File: config.mk
export PLATFORM = sky130hd
export DESIGN_NAME = stream_substring_replace_flat
export DESIGN_NICKNAME = d
export VERILOG_FILES = /design/src/sv/ssr_pkg.sv /design/src/sv/ssr_ifs.sv /design/src/sv/ssr_front.sv /design/src/sv/ssr_queue.sv /design/src/sv/ssr_back.sv /design/src/sv/stream_substring_replace.sv /design/src/flat_wrapper.sv
export SDC_FILE = /design/constraint.sdc
export NUM_CORES = 1
export LEC_CHECK = 0
export ABC_AREA = 1
export BUFFER_PORTS_ARGS = -buffer_cell sky130_fd_sc_hd__buf_2
export CORE_AREA = 5 5 246 248
export CTS_BUF_LIST = sky130_fd_sc_hd__clkbuf_16
export DETAILED_ROUTE_END_ITERATION = 10
export DIE_AREA = 0 0 251 253
export PLACE_DENSITY = 0.54
export SETUP_SLACK_MARGIN = 0.3
export SLEW_MARGIN = 20
export SYNTH_ARGS = -nofsm -noshare
export SYNTH_HDL_FRONTEND = slang
export SYNTH_SLANG_ARGS = --single-unit
File: constraint.sdc
create_clock -name clk -period 7.5 [get_ports clk]
set_input_delay 0 -clock clk [delete_from_list [all_inputs] [get_ports clk]]
set_output_delay 0 -clock clk [all_outputs]
set_load 0.01 [all_outputs]
File: src/sv/ssr_pkg.sv
// Package for the streaming find-and-replace block: sizes, register indexes,
// the queue record type and the length saturation helpers.
// No dependencies.
package ssr_pkg;

    // Longest pattern the window can hold.
    localparam int MAX_PATTERN = 8;
    // Longest replacement, fixed by the 64-bit replacement register.
    localparam int REPL_MAX    = 8;
    // Most words one input byte can cause.
    localparam int RES_MAX     = (MAX_PATTERN > REPL_MAX) ? MAX_PATTERN : REPL_MAX;

    localparam int LEN_W   = 4;
    localparam int FILL_W  = $clog2(MAX_PATTERN + 1);
    localparam int RLEN_W  = $clog2(REPL_MAX + 1);
    localparam int CNT_W   = $clog2(RES_MAX + 1);
    localparam int IDX_W   = $clog2(RES_MAX);
    localparam int CFG_IDX_W  = 2;
    localparam int CFG_DATA_W = 64;

    // Queue between front and back.
    localparam int Q_DEPTH = 4;
    localparam int Q_PTR_W = $clog2(Q_DEPTH);
    localparam int Q_CNT_W = $clog2(Q_DEPTH + 1);

    // Configuration register indexes.
    localparam logic [CFG_IDX_W-1:0] REG_PATTERN_BYTES      = 2'd0;
    localparam logic [CFG_IDX_W-1:0] REG_PATTERN_LENGTH     = 2'd1;
    localparam logic [CFG_IDX_W-1:0] REG_REPLACEMENT_BYTES  = 2'd2;
    localparam logic [CFG_IDX_W-1:0] REG_REPLACEMENT_LENGTH = 2'd3;

    // One burst of output words caused by one input byte.
    typedef struct packed {
        logic [RES_MAX-1:0][7:0] bytes;
        logic [CNT_W-1:0]        cnt;
        logic                    last;
    } ssr_rec_t;

    // Pattern length: zero reads as one, large values clip to the window.
    function automatic logic [FILL_W-1:0] sat_plen(input logic [LEN_W-1:0] v);
        logic [FILL_W-1:0] r;
        if (v == '0)
            r = FILL_W'(1);
        else if (int'(v) > MAX_PATTERN)
            r = FILL_W'(MAX_PATTERN);
        else
            r = FILL_W'(v);
        return r;
    endfunction

    // Replacement length clips to the register size.
    function automatic logic [RLEN_W-1:0] sat_rlen(input logic [LEN_W-1:0] v);
        logic [RLEN_W-1:0] r;
        if (int'(v) > REPL_MAX)
            r = RLEN_W'(REPL_MAX);
        else
            r = RLEN_W'(v);
        return r;
    endfunction

endpackage

File: src/sv/ssr_ifs.sv
// Channel interfaces of the find-and-replace block: input text, results and
// configuration writes. Depends on ssr_pkg.
interface ssr_in_if import ssr_pkg::*; ();
    logic       valid;
    logic       ready;
    logic [7:0] data_byte;
    logic       stream_end;

    modport source (output valid, data_byte, stream_end, input ready);
    modport sink   (input valid, data_byte, stream_end, output ready);
endinterface

interface ssr_out_if import ssr_pkg::*; ();
    logic       valid;
    logic       ready;
    logic [7:0] out_byte;
    logic       byte_valid;
    logic       run_last;
    logic       text_last;

    modport source (output valid, out_byte, byte_valid, run_last, text_last, input ready);
    modport sink   (input valid, out_byte, byte_valid, run_last, text_last, output ready);
endinterface

interface ssr_cfg_if import ssr_pkg::*; ();
    logic                  valid;
    logic                  ready;
    logic [CFG_IDX_W-1:0]  index;
    logic [CFG_DATA_W-1:0] data;

    modport source (output valid, index, data, input ready);
    modport sink   (input valid, index, data, output ready);
endinterface

File: src/sv/ssr_front.sv
// Front of the find-and-replace block: configuration registers, the match
// window and the classifier that turns each input byte into one burst record.
// Depends on ssr_pkg and ssr_ifs.
module ssr_front import ssr_pkg::*; (
    input  logic            clk,
    input  logic            rst_n,
    ssr_in_if.sink          text,
    ssr_cfg_if.sink         cfg,
    output logic            push_valid,
    input  logic            push_ready,
    output ssr_rec_t        push_rec
);

    logic [MAX_PATTERN-1:0][7:0] pat_reg, pat_next;
    logic [REPL_MAX-1:0][7:0]    repl_reg, repl_next;
    logic [FILL_W-1:0]           plen_reg, plen_next;
    logic [RLEN_W-1:0]           rlen_reg, rlen_next;
    logic [FILL_W-1:0]           fill_reg, fill_next;
    logic [MAX_PATTERN-1:0][7:0] win_reg, win_next;

    logic [MAX_PATTERN-1:0][7:0] win_ins;
    logic [MAX_PATTERN-1:0][7:0] win_sh;
    logic [FILL_W-1:0]           fill_ins;
    logic                        full;
    logic                        eq;
    logic                        accept;
    logic                        cfg_wr;

    assign cfg.ready  = 1'b1;
    assign cfg_wr     = cfg.valid;
    assign text.ready = push_ready;
    assign accept     = text.valid && push_ready;

    // Insert the new byte and compare the window against the pattern.
    always_comb
    begin
        fill_ins = fill_reg + FILL_W'(1);
        for (int i = 0; i < MAX_PATTERN; i++)
        begin
            win_ins[i] = (FILL_W'(i) == fill_reg) ? text.data_byte : win_reg[i];
        end
        for (int i = 0; i < MAX_PATTERN - 1; i++)
        begin
            win_sh[i] = win_ins[i + 1];
        end
        win_sh[MAX_PATTERN-1] = win_ins[MAX_PATTERN-1];
        eq = 1'b1;
        for (int i = 0; i < MAX_PATTERN; i++)
        begin
            if ((FILL_W'(i) < plen_reg) && (win_ins[i] != pat_reg[i]))
                eq = 1'b0;
        end
        full = (fill_ins == plen_reg);
    end

    // Build the burst record and the next window state.
    always_comb
    begin
        push_rec       = '0;
        push_rec.last  = text.stream_end;
        win_next       = win_reg;
        fill_next      = fill_reg;
        for (int i = 0; i < MAX_PATTERN; i++)
        begin
            push_rec.bytes[i] = win_ins[i];
        end
        if (full && eq)
        begin
            // Match: the replacement goes out and the window empties.
            for (int i = 0; i < RES_MAX; i++)
            begin
                push_rec.bytes[i] = (i < REPL_MAX) ? repl_reg[i] : 8'h00;
            end
            push_rec.cnt = CNT_W'(rlen_reg);
            fill_next    = '0;
        end
        else if (full)
        begin
            // Full without a match: the oldest byte leaves, or all on the end.
            push_rec.cnt = text.stream_end ? CNT_W'(plen_reg) : CNT_W'(1);
            win_next     = win_sh;
            fill_next    = text.stream_end ? '0 : (plen_reg - FILL_W'(1));
        end
        else
        begin
            push_rec.cnt = text.stream_end ? CNT_W'(fill_ins) : '0;
            win_next     = win_ins;
            fill_next    = text.stream_end ? '0 : fill_ins;
        end
        if (!accept)
        begin
            win_next  = win_reg;
            fill_next = fill_reg;
        end
        if (cfg_wr && (cfg.index == REG_PATTERN_LENGTH))
            fill_next = '0;
    end

    // A record goes to the queue when it carries words or ends the text.
    assign push_valid = text.valid && ((push_rec.cnt != '0) || text.stream_end);

    // Configuration register writes.
    always_comb
    begin
        pat_next  = pat_reg;
        repl_next = repl_reg;
        plen_next = plen_reg;
        rlen_next = rlen_reg;
        if (cfg_wr)
        begin
            case (cfg.index)
                REG_PATTERN_BYTES:      pat_next  = cfg.data[8*MAX_PATTERN-1:0];
                REG_PATTERN_LENGTH:     plen_next = sat_plen(cfg.data[LEN_W-1:0]);
                REG_REPLACEMENT_BYTES:  repl_next = cfg.data[8*REPL_MAX-1:0];
                REG_REPLACEMENT_LENGTH: rlen_next = sat_rlen(cfg.data[LEN_W-1:0]);
                default:                ;
            endcase
        end
    end

    // Control and configuration state.
    always_ff @(posedge clk or negedge rst_n)
    begin
        if (!rst_n)
        begin
            pat_reg  <= '0;
            repl_reg <= '0;
            plen_reg <= FILL_W'(1);
            rlen_reg <= '0;
            fill_reg <= '0;
        end
        else
        begin
            pat_reg  <= pat_next;
            repl_reg <= repl_next;
            plen_reg <= plen_next;
            rlen_reg <= rlen_next;
            fill_reg <= fill_next;
        end
    end

    // Window bytes beyond the fill level are never read, so no reset.
    always_ff @(posedge clk)
    begin
        win_reg <= win_next;
    end

    // The window never holds a full pattern between items.
    assert property (@(posedge clk) disable iff (!rst_n) fill_reg < plen_reg)
        else $error("window fill reached the pattern length");

endmodule

File: src/sv/ssr_queue.sv
// Short record queue between the front and the back of the block.
// Depends on ssr_pkg.
module ssr_queue import ssr_pkg::*; (
    input  logic     clk,
    input  logic     rst_n,
    input  logic     push_valid,
    output logic     push_ready,
    input  ssr_rec_t push_rec,
    output logic     pop_valid,
    input  logic     pop,
    output ssr_rec_t pop_rec
);

    ssr_rec_t             mem_reg [Q_DEPTH];
    logic [Q_PTR_W-1:0]   wr_ptr_reg, wr_ptr_next;
    logic [Q_PTR_W-1:0]   rd_ptr_reg, rd_ptr_next;
    logic [Q_CNT_W-1:0]   count_reg, count_next;
    logic                 do_push;

    assign push_ready = (count_reg != Q_CNT_W'(Q_DEPTH));
    assign pop_valid  = (count_reg != '0);
    assign pop_rec    = mem_reg[rd_ptr_reg];
    assign do_push    = push_valid && push_ready;

    // Pointer and occupancy update.
    always_comb
    begin
        wr_ptr_next = do_push ? (wr_ptr_reg + Q_PTR_W'(1)) : wr_ptr_reg;
        rd_ptr_next = pop ? (rd_ptr_reg + Q_PTR_W'(1)) : rd_ptr_reg;
        count_next  = count_reg;
        if (do_push && !pop)
            count_next = count_reg + Q_CNT_W'(1);
        else if (!do_push && pop)
            count_next = count_reg - Q_CNT_W'(1);
    end

    always_ff @(posedge clk or negedge rst_n)
    begin
        if (!rst_n)
        begin
            wr_ptr_reg <= '0;
            rd_ptr_reg <= '0;
            count_reg  <= '0;
        end
        else
        begin
            wr_ptr_reg <= wr_ptr_next;
            rd_ptr_reg <= rd_ptr_next;
            count_reg  <= count_next;
        end
    end

    // Record storage.
    always_ff @(posedge clk)
    begin
        if (do_push)
            mem_reg[wr_ptr_reg] <= push_rec;
    end

    assert property (@(posedge clk) disable iff (!rst_n) pop |-> count_reg != '0)
        else $error("queue popped while empty");

    assert property (@(posedge clk) disable iff (!rst_n)
        (wr_ptr_reg - rd_ptr_reg) == count_reg[Q_PTR_W-1:0])
        else $error("queue pointers disagree with occupancy");

endmodule

File: src/sv/ssr_back.sv
// Back of the find-and-replace block: unrolls each burst record into words,
// one per cycle while ready, through the output register. Depends on ssr_pkg and ssr_ifs.
module ssr_back import ssr_pkg::*; (
    input  logic      clk,
    input  logic      rst_n,
    input  logic      pop_valid,
    output logic      pop,
    input  ssr_rec_t  pop_rec,
    ssr_out_if.source result
);

    logic             out_valid_reg, out_valid_next;
    logic [7:0]       byte_reg, byte_next;
    logic             bvalid_reg, bvalid_next;
    logic             rlast_reg, rlast_next;
    logic             tlast_reg, tlast_next;
    logic [IDX_W-1:0] idx_reg, idx_next;

    logic             load;
    logic             is_final;

    assign load     = !out_valid_reg || result.ready;
    assign is_final = (pop_rec.cnt == '0) || ((CNT_W'(idx_reg) + CNT_W'(1)) == pop_rec.cnt);
    assign pop      = load && pop_valid && is_final;

    // Pick the next word of the head record.
    always_comb
    begin
        out_valid_next = out_valid_reg;
        byte_next      = byte_reg;
        bvalid_next    = bvalid_reg;
        rlast_next     = rlast_reg;
        tlast_next     = tlast_reg;
        idx_next       = idx_reg;
        if (load)
        begin
            out_valid_next = pop_valid;
            if (pop_valid)
            begin
                bvalid_next = (pop_rec.cnt != '0);
                byte_next   = (pop_rec.cnt != '0) ? pop_rec.bytes[idx_reg] : 8'h00;
                rlast_next  = is_final;
                tlast_next  = is_final && pop_rec.last;
                idx_next    = is_final ? '0 : (idx_reg + IDX_W'(1));
            end
        end
    end

    always_ff @(posedge clk or negedge rst_n)
    begin
        if (!rst_n)
        begin
            out_valid_reg <= 1'b0;
            idx_reg       <= '0;
        end
        else
        begin
            out_valid_reg <= out_valid_next;
            idx_reg       <= idx_next;
        end
    end

    // Output word payload.
    always_ff @(posedge clk)
    begin
        byte_reg   <= byte_next;
        bvalid_reg <= bvalid_next;
        rlast_reg  <= rlast_next;
        tlast_reg  <= tlast_next;
    end

    assign result.valid      = out_valid_reg;
    assign result.out_byte   = byte_reg;
    assign result.byte_valid = bvalid_reg;
    assign result.run_last   = rlast_reg;
    assign result.text_last  = tlast_reg;

    assert property (@(posedge clk) disable iff (!rst_n)
        (pop_valid && pop_rec.cnt != '0) |-> CNT_W'(idx_reg) < pop_rec.cnt)
        else $error("word index ran past the burst length");

    assert property (@(posedge clk) disable iff (!rst_n)
        (out_valid_reg && !bvalid_reg) |-> (tlast_reg && rlast_reg))
        else $error("empty word that does not close the text");

    assert property (@(posedge clk) disable iff (!rst_n)
        (idx_reg != '0) |-> pop_valid)
        else $error("burst in progress without a head record");

endmodule

File: src/sv/stream_substring_replace.sv
// Top level of the streaming find-and-replace block.
// Depends on ssr_pkg, ssr_ifs, ssr_front, ssr_queue and ssr_back.
//
// Usage:
//   text   - input words: one text byte each, stream_end set on the last byte.
//   result - output words: out_byte with byte_valid, run_last on the final word
//            caused by one input byte, text_last on the final word of a text.
//            A text that ends with nothing left to send gives one empty word
//            (byte_valid low) carrying run_last and text_last.
//   cfg    - register writes, always ready: 0 pattern bytes, 1 pattern length
//            (clears pending window bytes), 2 replacement bytes,
//            3 replacement length. Write only while the block is idle.
// Timing: an input byte is taken when the record queue has room; its record
// goes through the queue and the output register to its first output word.
// The back end sends one word per cycle while the receiver is ready; a
// four-entry record queue absorbs the bursts while the front takes one byte
// per cycle until the queue fills. Bytes that cause no word pass unqueued.
// Reset: pattern length 1, everything else zero, window and queue empty.
// When the receiver stalls, the output word holds, the queue fills and then
// text.ready drops until a record leaves the queue.
module stream_substring_replace import ssr_pkg::*; (
    input  logic      clk,
    input  logic      rst_n,
    ssr_in_if.sink    text,
    ssr_out_if.source result,
    ssr_cfg_if.sink   cfg
);

    logic     push_valid;
    logic     push_ready;
    ssr_rec_t push_rec;
    logic     pop_valid;
    logic     pop;
    ssr_rec_t pop_rec;

    // Window, match and classification.
    ssr_front u_front (
        .clk        (clk),
        .rst_n      (rst_n),
        .text       (text),
        .cfg        (cfg),
        .push_valid (push_valid),
        .push_ready (push_ready),
        .push_rec   (push_rec)
    );

    // Burst records waiting for the back end.
    ssr_queue u_queue (
        .clk        (clk),
        .rst_n      (rst_n),
        .push_valid (push_valid),
        .push_ready (push_ready),
        .push_rec   (push_rec),
        .pop_valid  (pop_valid),
        .pop        (pop),
        .pop_rec    (pop_rec)
    );

    // Word serializer and output register.
    ssr_back u_back (
        .clk       (clk),
        .rst_n     (rst_n),
        .pop_valid (pop_valid),
        .pop       (pop),
        .pop_rec   (pop_rec),
        .result    (result)
    );

endmodule

File: src/flat_wrapper.sv
// flat-port wrapper written by rule: the top's interface ports become plain ports
module stream_substring_replace_flat import ssr_pkg::*;
  (clk, rst_n, text_valid, text_data_byte, text_stream_end, text_ready, result_valid, result_out_byte, result_byte_valid, result_run_last, result_text_last, result_ready, cfg_valid, cfg_index, cfg_data, cfg_ready);
  ssr_in_if text_i ();
  ssr_out_if result_i ();
  ssr_cfg_if cfg_i ();
  input  logic clk;
  input  logic rst_n;
  input wire logic [$bits(text_i.valid)-1:0] text_valid;
  input wire logic [$bits(text_i.data_byte)-1:0] text_data_byte;
  input wire logic [$bits(text_i.stream_end)-1:0] text_stream_end;
  output wire logic [$bits(text_i.ready)-1:0] text_ready;
  output wire logic [$bits(result_i.valid)-1:0] result_valid;
  output wire logic [$bits(result_i.out_byte)-1:0] result_out_byte;
  output wire logic [$bits(result_i.byte_valid)-1:0] result_byte_valid;
  output wire logic [$bits(result_i.run_last)-1:0] result_run_last;
  output wire logic [$bits(result_i.text_last)-1:0] result_text_last;
  input wire logic [$bits(result_i.ready)-1:0] result_ready;
  input wire logic [$bits(cfg_i.valid)-1:0] cfg_valid;
  input wire logic [$bits(cfg_i.index)-1:0] cfg_index;
  input wire logic [$bits(cfg_i.data)-1:0] cfg_data;
  output wire logic [$bits(cfg_i.ready)-1:0] cfg_ready;
  assign text_i.valid = text_valid;
  assign text_i.data_byte = text_data_byte;
  assign text_i.stream_end = text_stream_end;
  assign text_ready = text_i.ready;
  assign result_valid = result_i.valid;
  assign result_out_byte = result_i.out_byte;
  assign result_byte_valid = result_i.byte_valid;
  assign result_run_last = result_i.run_last;
  assign result_text_last = result_i.text_last;
  assign result_i.ready = result_ready;
  assign cfg_i.valid = cfg_valid;
  assign cfg_i.index = cfg_index;
  assign cfg_i.data = cfg_data;
  assign cfg_ready = cfg_i.ready;
  stream_substring_replace u_core (.clk(clk), .rst_n(rst_n), .text(text_i), .result(result_i), .cfg(cfg_i));
endmodule
==> results of run 1 <==
-- power by group through the flow --
stage	clock network (mW)	logic, mW	registers, mW
2_1_floorplan	0	2.34	4.25
3_3_place_gp	0	3.52	4.38
3_5_place_dp	0	3.57	4.39
4_1_cts	2.66	3.62	4.34
5_1_grt	2.78	4.02	4.40
6_report	2.60	3.62	4.34
-- worst paths after layout --
kind	cells after the start	start	endpoint	slack (ns)
setup / recovery	17	u_core.u_front.fill_reg[2]$_DFFE_PN0P_	u_core.u_queue.mem_reg[0][43]$_DFFE_PP_	1.73
hold / removal	3	text_data_byte[0]	u_core.u_front.win_reg[56]$_DFFE_PP_	0.05
setup reg to reg	17	u_core.u_front.fill_reg[2]$_DFFE_PN0P_	u_core.u_queue.mem_reg[0][43]$_DFFE_PP_	1.73
hold reg to reg	2	u_core.u_front.repl_reg[59]$_DFFE_PN0P_	u_core.u_front.repl_reg[59]$_DFFE_PN0P_	0.48
max in group asynchronous	4	rst_n	u_core.u_front.pat_reg[59]$_DFFE_PN0P_	6.24
min in group asynchronous	4	rst_n	u_core.u_queue.wr_ptr_reg[0]$_DFFE_PN0P_	0.54
-- stage by stage --
stage | setup WS [ns] | hold WS [ns]
6_report | 1.73 | 0.0534
5_1_grt | 1.39 | 0.0366
4_1_cts | 1.88 | 0.00506
3_5_place_dp | 1.91 | -0.0277
3_3_place_gp | 1.85 | -0.0336
2_1_floorplan | 1.74 | -0.296
-- per-layer routing --
metal	share of wire [%]	wire length [µm]	GRT usage, %
met3	6.2	4260	3.83
met5	0	0	0
met4	3.3	2230	6.85
met2	44	30300	32.5
met1	46	31500	30.7
-- synth_stat cells, types with 2 or more instances --
master,number,share of area (%)
buf_4,5,0.16
o21ai_2,5,0.19
buf_1,4,0.065
xor2_1,9,0.34
ha_1,14,0.76
nand2_1,632,10
nand3b_1,18,0.59
o22ai_1,41,1.1
a32o_1,4,0.17
nand3_2,3,0.13
nor3_1,6,0.13
nand2_2,6,0.16
clkbuf_1,96,1.6
edfxtp_1,351,46
buf_6,6,0.29
nand3_1,116,2.5
nand2_4,3,0.15
dfrtp_1,150,16
inv_2,4,0.065
nor2_1,204,3.3
buf_2,17,0.37
o211ai_1,6,0.20
nor2_4,2,0.098
o21ai_0,378,8.2
o221ai_1,27,1.0
o21ai_1,8,0.17
xnor2_1,7,0.27
a21oi_1,8,0.17
a31oi_1,24,0.65
a41oi_1,8,0.30
o31ai_1,2,0.065
nand4_1,12,0.33
inv_1,214,3.5
clkinv_1,4,0.065
or2_2,2,0.054
-- cells by family (layout without fill, tap and decap cells) --
| kind of cell | after synthesis | count (layout) | share of synthesized area (%) |
|---|---|---|---|
| adder cells (fa/ha/maj) | 15 | 15 | 0.848 |
| XOR/XNOR | 16 | 16 | 0.609 |
| other | 1 | 2 | 0.0163 |
| flip-flops | 502 | 502 | 62.2 |
| AO/OA/AOI/OAI | 513 | 513 | 12.4 |
| AND/OR/NAND/NOR | 1006 | 1006 | 17.9 |
| buffers and inverters | 351 | 520 | 6.10 |
-- timing repair --
action	CTS	global route
endpoints found under the setup margin	0	0
hold buffers	73	0
gates resized for setup	0	0
hold endpoints to repair	232	0
-- worst max-delay path, delay by kind of cell, from the launching register on --
kind	cells	cell delay, ns
AOI/OAI and AO/OA	2	1.62
buffers and inverters	4	1.11
and+or+nand+nor	11	1.97
DFF	1	0.64
-- area by class of cell --
type	count	area (µm²)	share of cell area, %
sequential	502	14300	53.7
multi-input combinational	1551	7380	27.7
clock buffer	61	1530	5.72
timing repair buffer	191	1410	5.29
tap	773	967	3.63
inverter	223	840	3.15
clock inverter	45	228	0.854
antenna	1	2.50	0.00938
==> results.sh, run 1 <==
export IMPL_status="complete, no violations"
export IMPL_cp_slowest_cell="o21ai_0"
export IMPL_grt_max_degree=90
export IMPL_synth_cell_types=43
export IMPL_numCtsBuffers=56
export IMPL_p_sw_share_pct=38.7
export IMPL_finalCriticalPeriod_ns=5.77
export IMPL_leakage_nw=11.2
export IMPL_final_cell_mix="nand2_1, o21ai_0, edfxtp_1, inv_1, nor2_1"
export IMPL_ys_seq_area_share_pct=62.2
export IMPL_post_route_cell_area_mm2=0.0267
export IMPL_grt_pass1_wl_um=103000
export IMPL_final_common_cell="nand2_1"
export IMPL_drv_cap=0
export IMPL_viasPerCell=5.25
export IMPL_internal_power_mw=6.47
export IMPL_ioPinCount=94
export IMPL_setup_violations=0
export IMPL_p_seq_share_pct=41.1
export IMPL_rows=89
export IMPL_cts_tree="yes"
export IMPL_die_x_um=251
export IMPL_cp_start_kind="register"
export IMPL_tns_ns=0
export IMPL_layout_nets=2620
export IMPL_async_flop_share_pct=30.1
export IMPL_total_power_mw=10.6
export IMPL_dpl_cell_area_mm2=0.0242
export IMPL_core_area_mm2=0.0582
export IMPL_syn_num_nets=2499
export IMPL_clk_path_buf_depth=3
export IMPL_dp_cells=3167
export IMPL_finClkSkew_ns=0.0214
export IMPL_slew_viol_final=0
export IMPL_die_h_um=253
export IMPL_tightest_slew_ns=1.27
export IMPL_portBuffers=92
export IMPL_dr_pass1_iters=5
export IMPL_drtIter0Drc=1533
export IMPL_overflow=0
export IMPL_die_area_mm2=0.0635
export IMPL_vias=17580
export IMPL_rsz0062_at_grt="no"
export IMPL_ys_ff_latch=502
export IMPL_syn_area_per_cell_um2=9.58
export IMPL_cts_root_buf="clkbuf_16"
export IMPL_synth_warnings=0
export IMPL_gp_congestion=0.903
export IMPL_clk_latency_ns=0.61
export IMPL_largest_reg_flops=276
export IMPL_start_util_pct=39.5
export IMPL_utilization_pct=45.8
export IMPL_grtUsageTotal_pct=21.2
export IMPL_clock_sinks=502
export IMPL_hold_viol=0
export IMPL_synth_edf_count=351
export IMPL_power_density_mw_per_mm2=396
export IMPL_cts_setup_buffers=0
export IMPL_power_frac_clock_pct=24.6
export IMPL_netlist_area_mm2=0.0230
export IMPL_ys_flop_type="edfxtp_1"
export IMPL_path_class="register to register"
export IMPL_ant_nets=0
export IMPL_antenna_found_initial=0
export IMPL_cp_required_ns=7.73
export IMPL_hpwl_um=45800
export IMPL_routed_wl_um=68300
export IMPL_crit_path_cell_trace="nor2_4 > nand2_1 > o21ai_0 > nand2_1 > nand2_1 > inv_1 > nand2_1 > nor2_1 > nand2_1 > nand2_1 > nand2_1 > nor2_4 > nand2_2 > buf_4 > inv_2 > buf_4 > o21ai_0"
export IMPL_max_stage_delay_ns=1.10
export IMPL_cp_end_kind="register"
export IMPL_drc=0
export IMPL_ir_worst_vdd_v=0.000189
export IMPL_cp_arrival_ns=5.99
export IMPL_crit_fanout=77
export IMPL_clk_pin_slew_worst_paths_ns=0.06
export IMPL_n_fill_cell=5514
export IMPL_syn_inst=2404
export IMPL_wire_per_inst_um=20.4
export IMPL_finalNonFillerCells=3347
export IMPL_grt_pass1_vias=16851
export IMPL_fin_crit_sh_pct=76.9
export IMPL_min_path_type="primary input to register"
export IMPL_h_tree_depth=2
export IMPL_drive_above_1_share_pct=9.41
export IMPL_fmax_mhz=173
export IMPL_p_comb_share_pct=34.3
export IMPL_max_slew_margin_pct=14.2
export IMPL_p_sw_mw=4.08
export IMPL_path_common_cell="nand2_1"
export IMPL_area_growth_pct=15.8
Note: power is estimated with default switching activity, not from simulation.
==> inputs of run 2 (changes only) <==
--- a/config.mk
+++ b/config.mk
@@ -5,7 +5,7 @@
 export SDC_FILE = /design/constraint.sdc
 export NUM_CORES = 1
 export LEC_CHECK = 0
-export ABC_AREA = 1
+export ABC_AREA = 0
 export BUFFER_PORTS_ARGS = -buffer_cell sky130_fd_sc_hd__buf_2
 export CORE_AREA = 5 5 246 248
 export CTS_BUF_LIST = sky130_fd_sc_hd__clkbuf_16
==> constraint.sdc (replaced) <==
create_clock -name clk -period 5.9 [get_ports clk]
set_input_delay 0 -clock clk [delete_from_list [all_inputs] [get_ports clk]]
set_output_delay 0 -clock clk [all_outputs]
set_load 0.01 [all_outputs]
==> run 2 against run 1 <==
- global-route usage shrank 1.9 points
- worst setup slack worse by 0.72 ns
- wire length is 9.0% lower
- total power up 32%
- clock power grew 25%
- flip-flop and latch count unchanged
- core utilization hardly changed
- sequential share of layout area barely moved
- synthesized cell count is 34% lower
- fmax increased by 18%
- combinational power increased by 28%
- critical endpoint is now u_core.u_queue.mem_reg[1][41]$_DFFE_PP_
==> results.sh, run 2 <==
export IMPL_path_class="register to register"
export IMPL_ys_ff_latch=502
export IMPL_grtUsageTotal_pct=19.3
export IMPL_synth_cell_types=69
export IMPL_largest_reg_flops=276
export IMPL_cp_num_cells=13
export IMPL_ir_worst_vdd_v=0.000253
export IMPL_grt_pass1_wl_um=92600
export IMPL_fin_crit_sh_pct=82.8
export IMPL_antenna_found_initial=1
export IMPL_ant_nets=0
export IMPL_hold_viol=0
export IMPL_rows=89
export IMPL_synth_xor_area_share_pct=2.52
export IMPL_cp_end_kind="register"
export IMPL_yosysTopAreaCellShare_pct=46.0
export IMPL_start_util_pct=39.3
export IMPL_area_growth_pct=16.4
export IMPL_numCtsBuffers=53
export IMPL_holdPathStages=4
export IMPL_finClkSkew_ns=0.0183
export IMPL_async_flop_share_pct=30.1
export IMPL_seqCellArea_mm2=0.0143
export IMPL_cts_root_buf="clkbuf_16"
export IMPL_yosys_area_share_simple_pct=6.15
export IMPL_critPathTopFamily="compound AO/OA/AOI/OAI gates"
export IMPL_netlist_area_mm2=0.0229
export IMPL_hpwl_um=42200
export IMPL_ys_seq_area_share_pct=62.5
export IMPL_clk_pin_slew_worst_paths_ns=0.06
export IMPL_cp_arrival_ns=5.17
export IMPL_clk_path_buf_depth=3
export IMPL_cp_slowest_cell="mux2i_1"
export IMPL_crit_fanout=30
export IMPL_syn_inst=1598
export IMPL_synth_largest_area_cell="edfxtp_1"
export IMPL_setup_violations=0
export IMPL_syn_area_per_cell_um2=14.3
export IMPL_die_area_mm2=0.0635
export IMPL_crit_path_cell_trace="inv_1 > ha_1 > nand3b_1 > buf_4 > mux2i_1 > a22oi_1 > o221ai_1 > o32a_1 > nor4b_1 > a21oi_1 > nor2_4 > buf_4 > mux2i_1"
export IMPL_dr_pass1_iters=8
export IMPL_tns_ns=0
export IMPL_max_slew_margin_pct=34.6
export IMPL_rsz0062_at_grt="no"
export IMPL_drv_cap=0
export IMPL_leakage_nw=9.85
export IMPL_die_x_um=251
export IMPL_place_ws_ns=1.05
export IMPL_overflow=0
export IMPL_finalCriticalPeriod_ns=4.88
export IMPL_vias=14065
export IMPL_drc=0
export IMPL_die_h_um=253
export IMPL_gp_congestion=0.905
export IMPL_synth_top_family_by_area="multiplexers"
export IMPL_routed_wl_um=62200
export IMPL_max_stage_delay_ns=0.76
export IMPL_layout_nets=1852
export IMPL_setup_ws_ns=1.02
export IMPL_n_fill_cell=5144
export IMPL_grt_pass1_vias=14083
export IMPL_multi_input_area_mm2=0.00792
export IMPL_clock_sinks=502
export IMPL_synthTopCellsByArea="edfxtp_1, dfrtp_1, mux4_2"
export IMPL_tightest_slew_ns=0.981
export IMPL_wire_per_inst_um=24.1
export IMPL_cp_required_ns=6.18
export IMPL_synth_edf_count=351
export IMPL_clk_latency_ns=0.61
export IMPL_viasPerCell=5.46
export IMPL_final_common_cell="edfxtp_1"
export IMPL_total_power_mw=13.9
export IMPL_portBuffers=92
export IMPL_synthAdderAreaFrac_pct=0.852
export IMPL_synth_warnings=0
export IMPL_power_density_mw_per_mm2=520
export IMPL_holdWs_ns=0.0332
export IMPL_synth_most_common_cell="edfxtp_1"
export IMPL_r2r_cells=13
export IMPL_grt_max_degree=87
export IMPL_ys_top_cells_by_count="edfxtp_1, dfrtp_1, mux2_2, nor2_1, nand2_1"
export IMPL_status="complete, no violations"
export IMPL_core_area_mm2=0.0582
export IMPL_h_tree_depth=2
export IMPL_cts_tree="yes"
export IMPL_cp_num_buf_inv=3
export IMPL_drtIter0Drc=1337
export IMPL_syn_num_nets=1693
export IMPL_slew_viol_final=0
export IMPL_drive_above_1_share_pct=24.7
export IMPL_ys_flop_type="edfxtp_1"
export IMPL_cp_start_kind="register"
export IMPL_synth_compound_area_share_pct=6.32
export IMPL_final_cell_mix="edfxtp_1, mux2_2, dfrtp_1, nor2_1, inv_1"
export IMPL_synth_area_mux_share_pct=18.6
export IMPL_min_path_type="primary input to register"
export IMPL_ioPinCount=94
export IMPL_fmax_mhz=205
export IMPL_ctsResizeCount=0
==> run 2: timing repair <==
| action | CTS | global route |
|---|---|---|
| buffers inserted | 0 | 0 |
| hold endpoints to repair | 247 | 0 |
| hold buffers | 75 | 0 |
==> run 2: final timing paths <==
path / slack (ns) / to / from
setup / recovery: 1.02 / u_core.u_queue.mem_reg[1][41]$_DFFE_PP_ / u_core.u_front.fill_reg[1]$_DFFE_PN0P_
hold / removal: 0.03 / u_core.u_front.win_reg[8]$_DFFE_PP_ / text_data_byte[0]
max in group asynchronous: 4.35 / u_core.u_front.pat_reg[53]$_DFFE_PN0P_ / rst_n
setup reg to reg: 1.02 / u_core.u_queue.mem_reg[1][41]$_DFFE_PP_ / u_core.u_front.fill_reg[1]$_DFFE_PN0P_
min in group asynchronous: 0.07 / u_core.u_queue.wr_ptr_reg[1]$_DFFE_PN0P_ / rst_n
hold reg to reg: 0.49 / u_core.u_front.rlen_reg[1]$_DFFE_PN0P_ / u_core.u_front.rlen_reg[1]$_DFFE_PN0P_
==> run 2: stage by stage <==
stage	instances	instance area [µm²]	util, %
after floorplan	1598	22900	-
after global placement	2400	24200	41.6
after detailed placement	2400	24200	41.6
after CTS	2575	26700	45.8
after global routing	2575	26700	45.8
final	2577	26700	45.8
==> run 2: where the power goes <==
part           switching (mW)  internal [mW]
clock                    1.41           1.84
combinational            2.69           1.94
sequential              0.795           5.20
total                    4.89           8.99
==> run 2: cell families after synthesis <==
kind of cell / count (synthesis)
AOI/OAI and AO/OA: 227
xor gates and xnor gates: 66
adders and majority gates: 15
buffers and inverters: 174
DFF: 502
muxes: 300
other: 1
and+or+nand+nor: 313
==> run 2: layout make-up <==
type | instances | area share, %
clock inverters | 44 | 1.13
multi-input cells | 922 | 29.7
clock buffers | 56 | 5.25
well taps | 773 | 3.62
flip-flops and latches | 502 | 53.7
inverters | 87 | 1.22
repair buffers | 191 | 5.38
diodes | 2 | 0.0188
==> run 2: worst register-to-register path: stages (launching register included) <==
cell      delay (ns)
dfrtp_1         0.43
inv_1           0.11
ha_1            0.20
nand3b_1        0.32
buf_4           0.31
mux2i_1         0.14
a22oi_1         0.22
o221ai_1        0.20
o32a_1          0.41
nor4b_1         0.44
a21oi_1         0.28
nor2_4          0.21
buf_4           0.51
mux2i_1         0.78
==> run 2: per-layer routing <==
layer | track usage [%] | part of all wire, % | wire length (µm)
met2 | 30.4 | 46 | 28700
met4 | 4.66 | 2.4 | 1490
met3 | 2.72 | 5.5 | 3400
met5 | 0 | 0 | 0
met1 | 28.6 | 46 | 28600
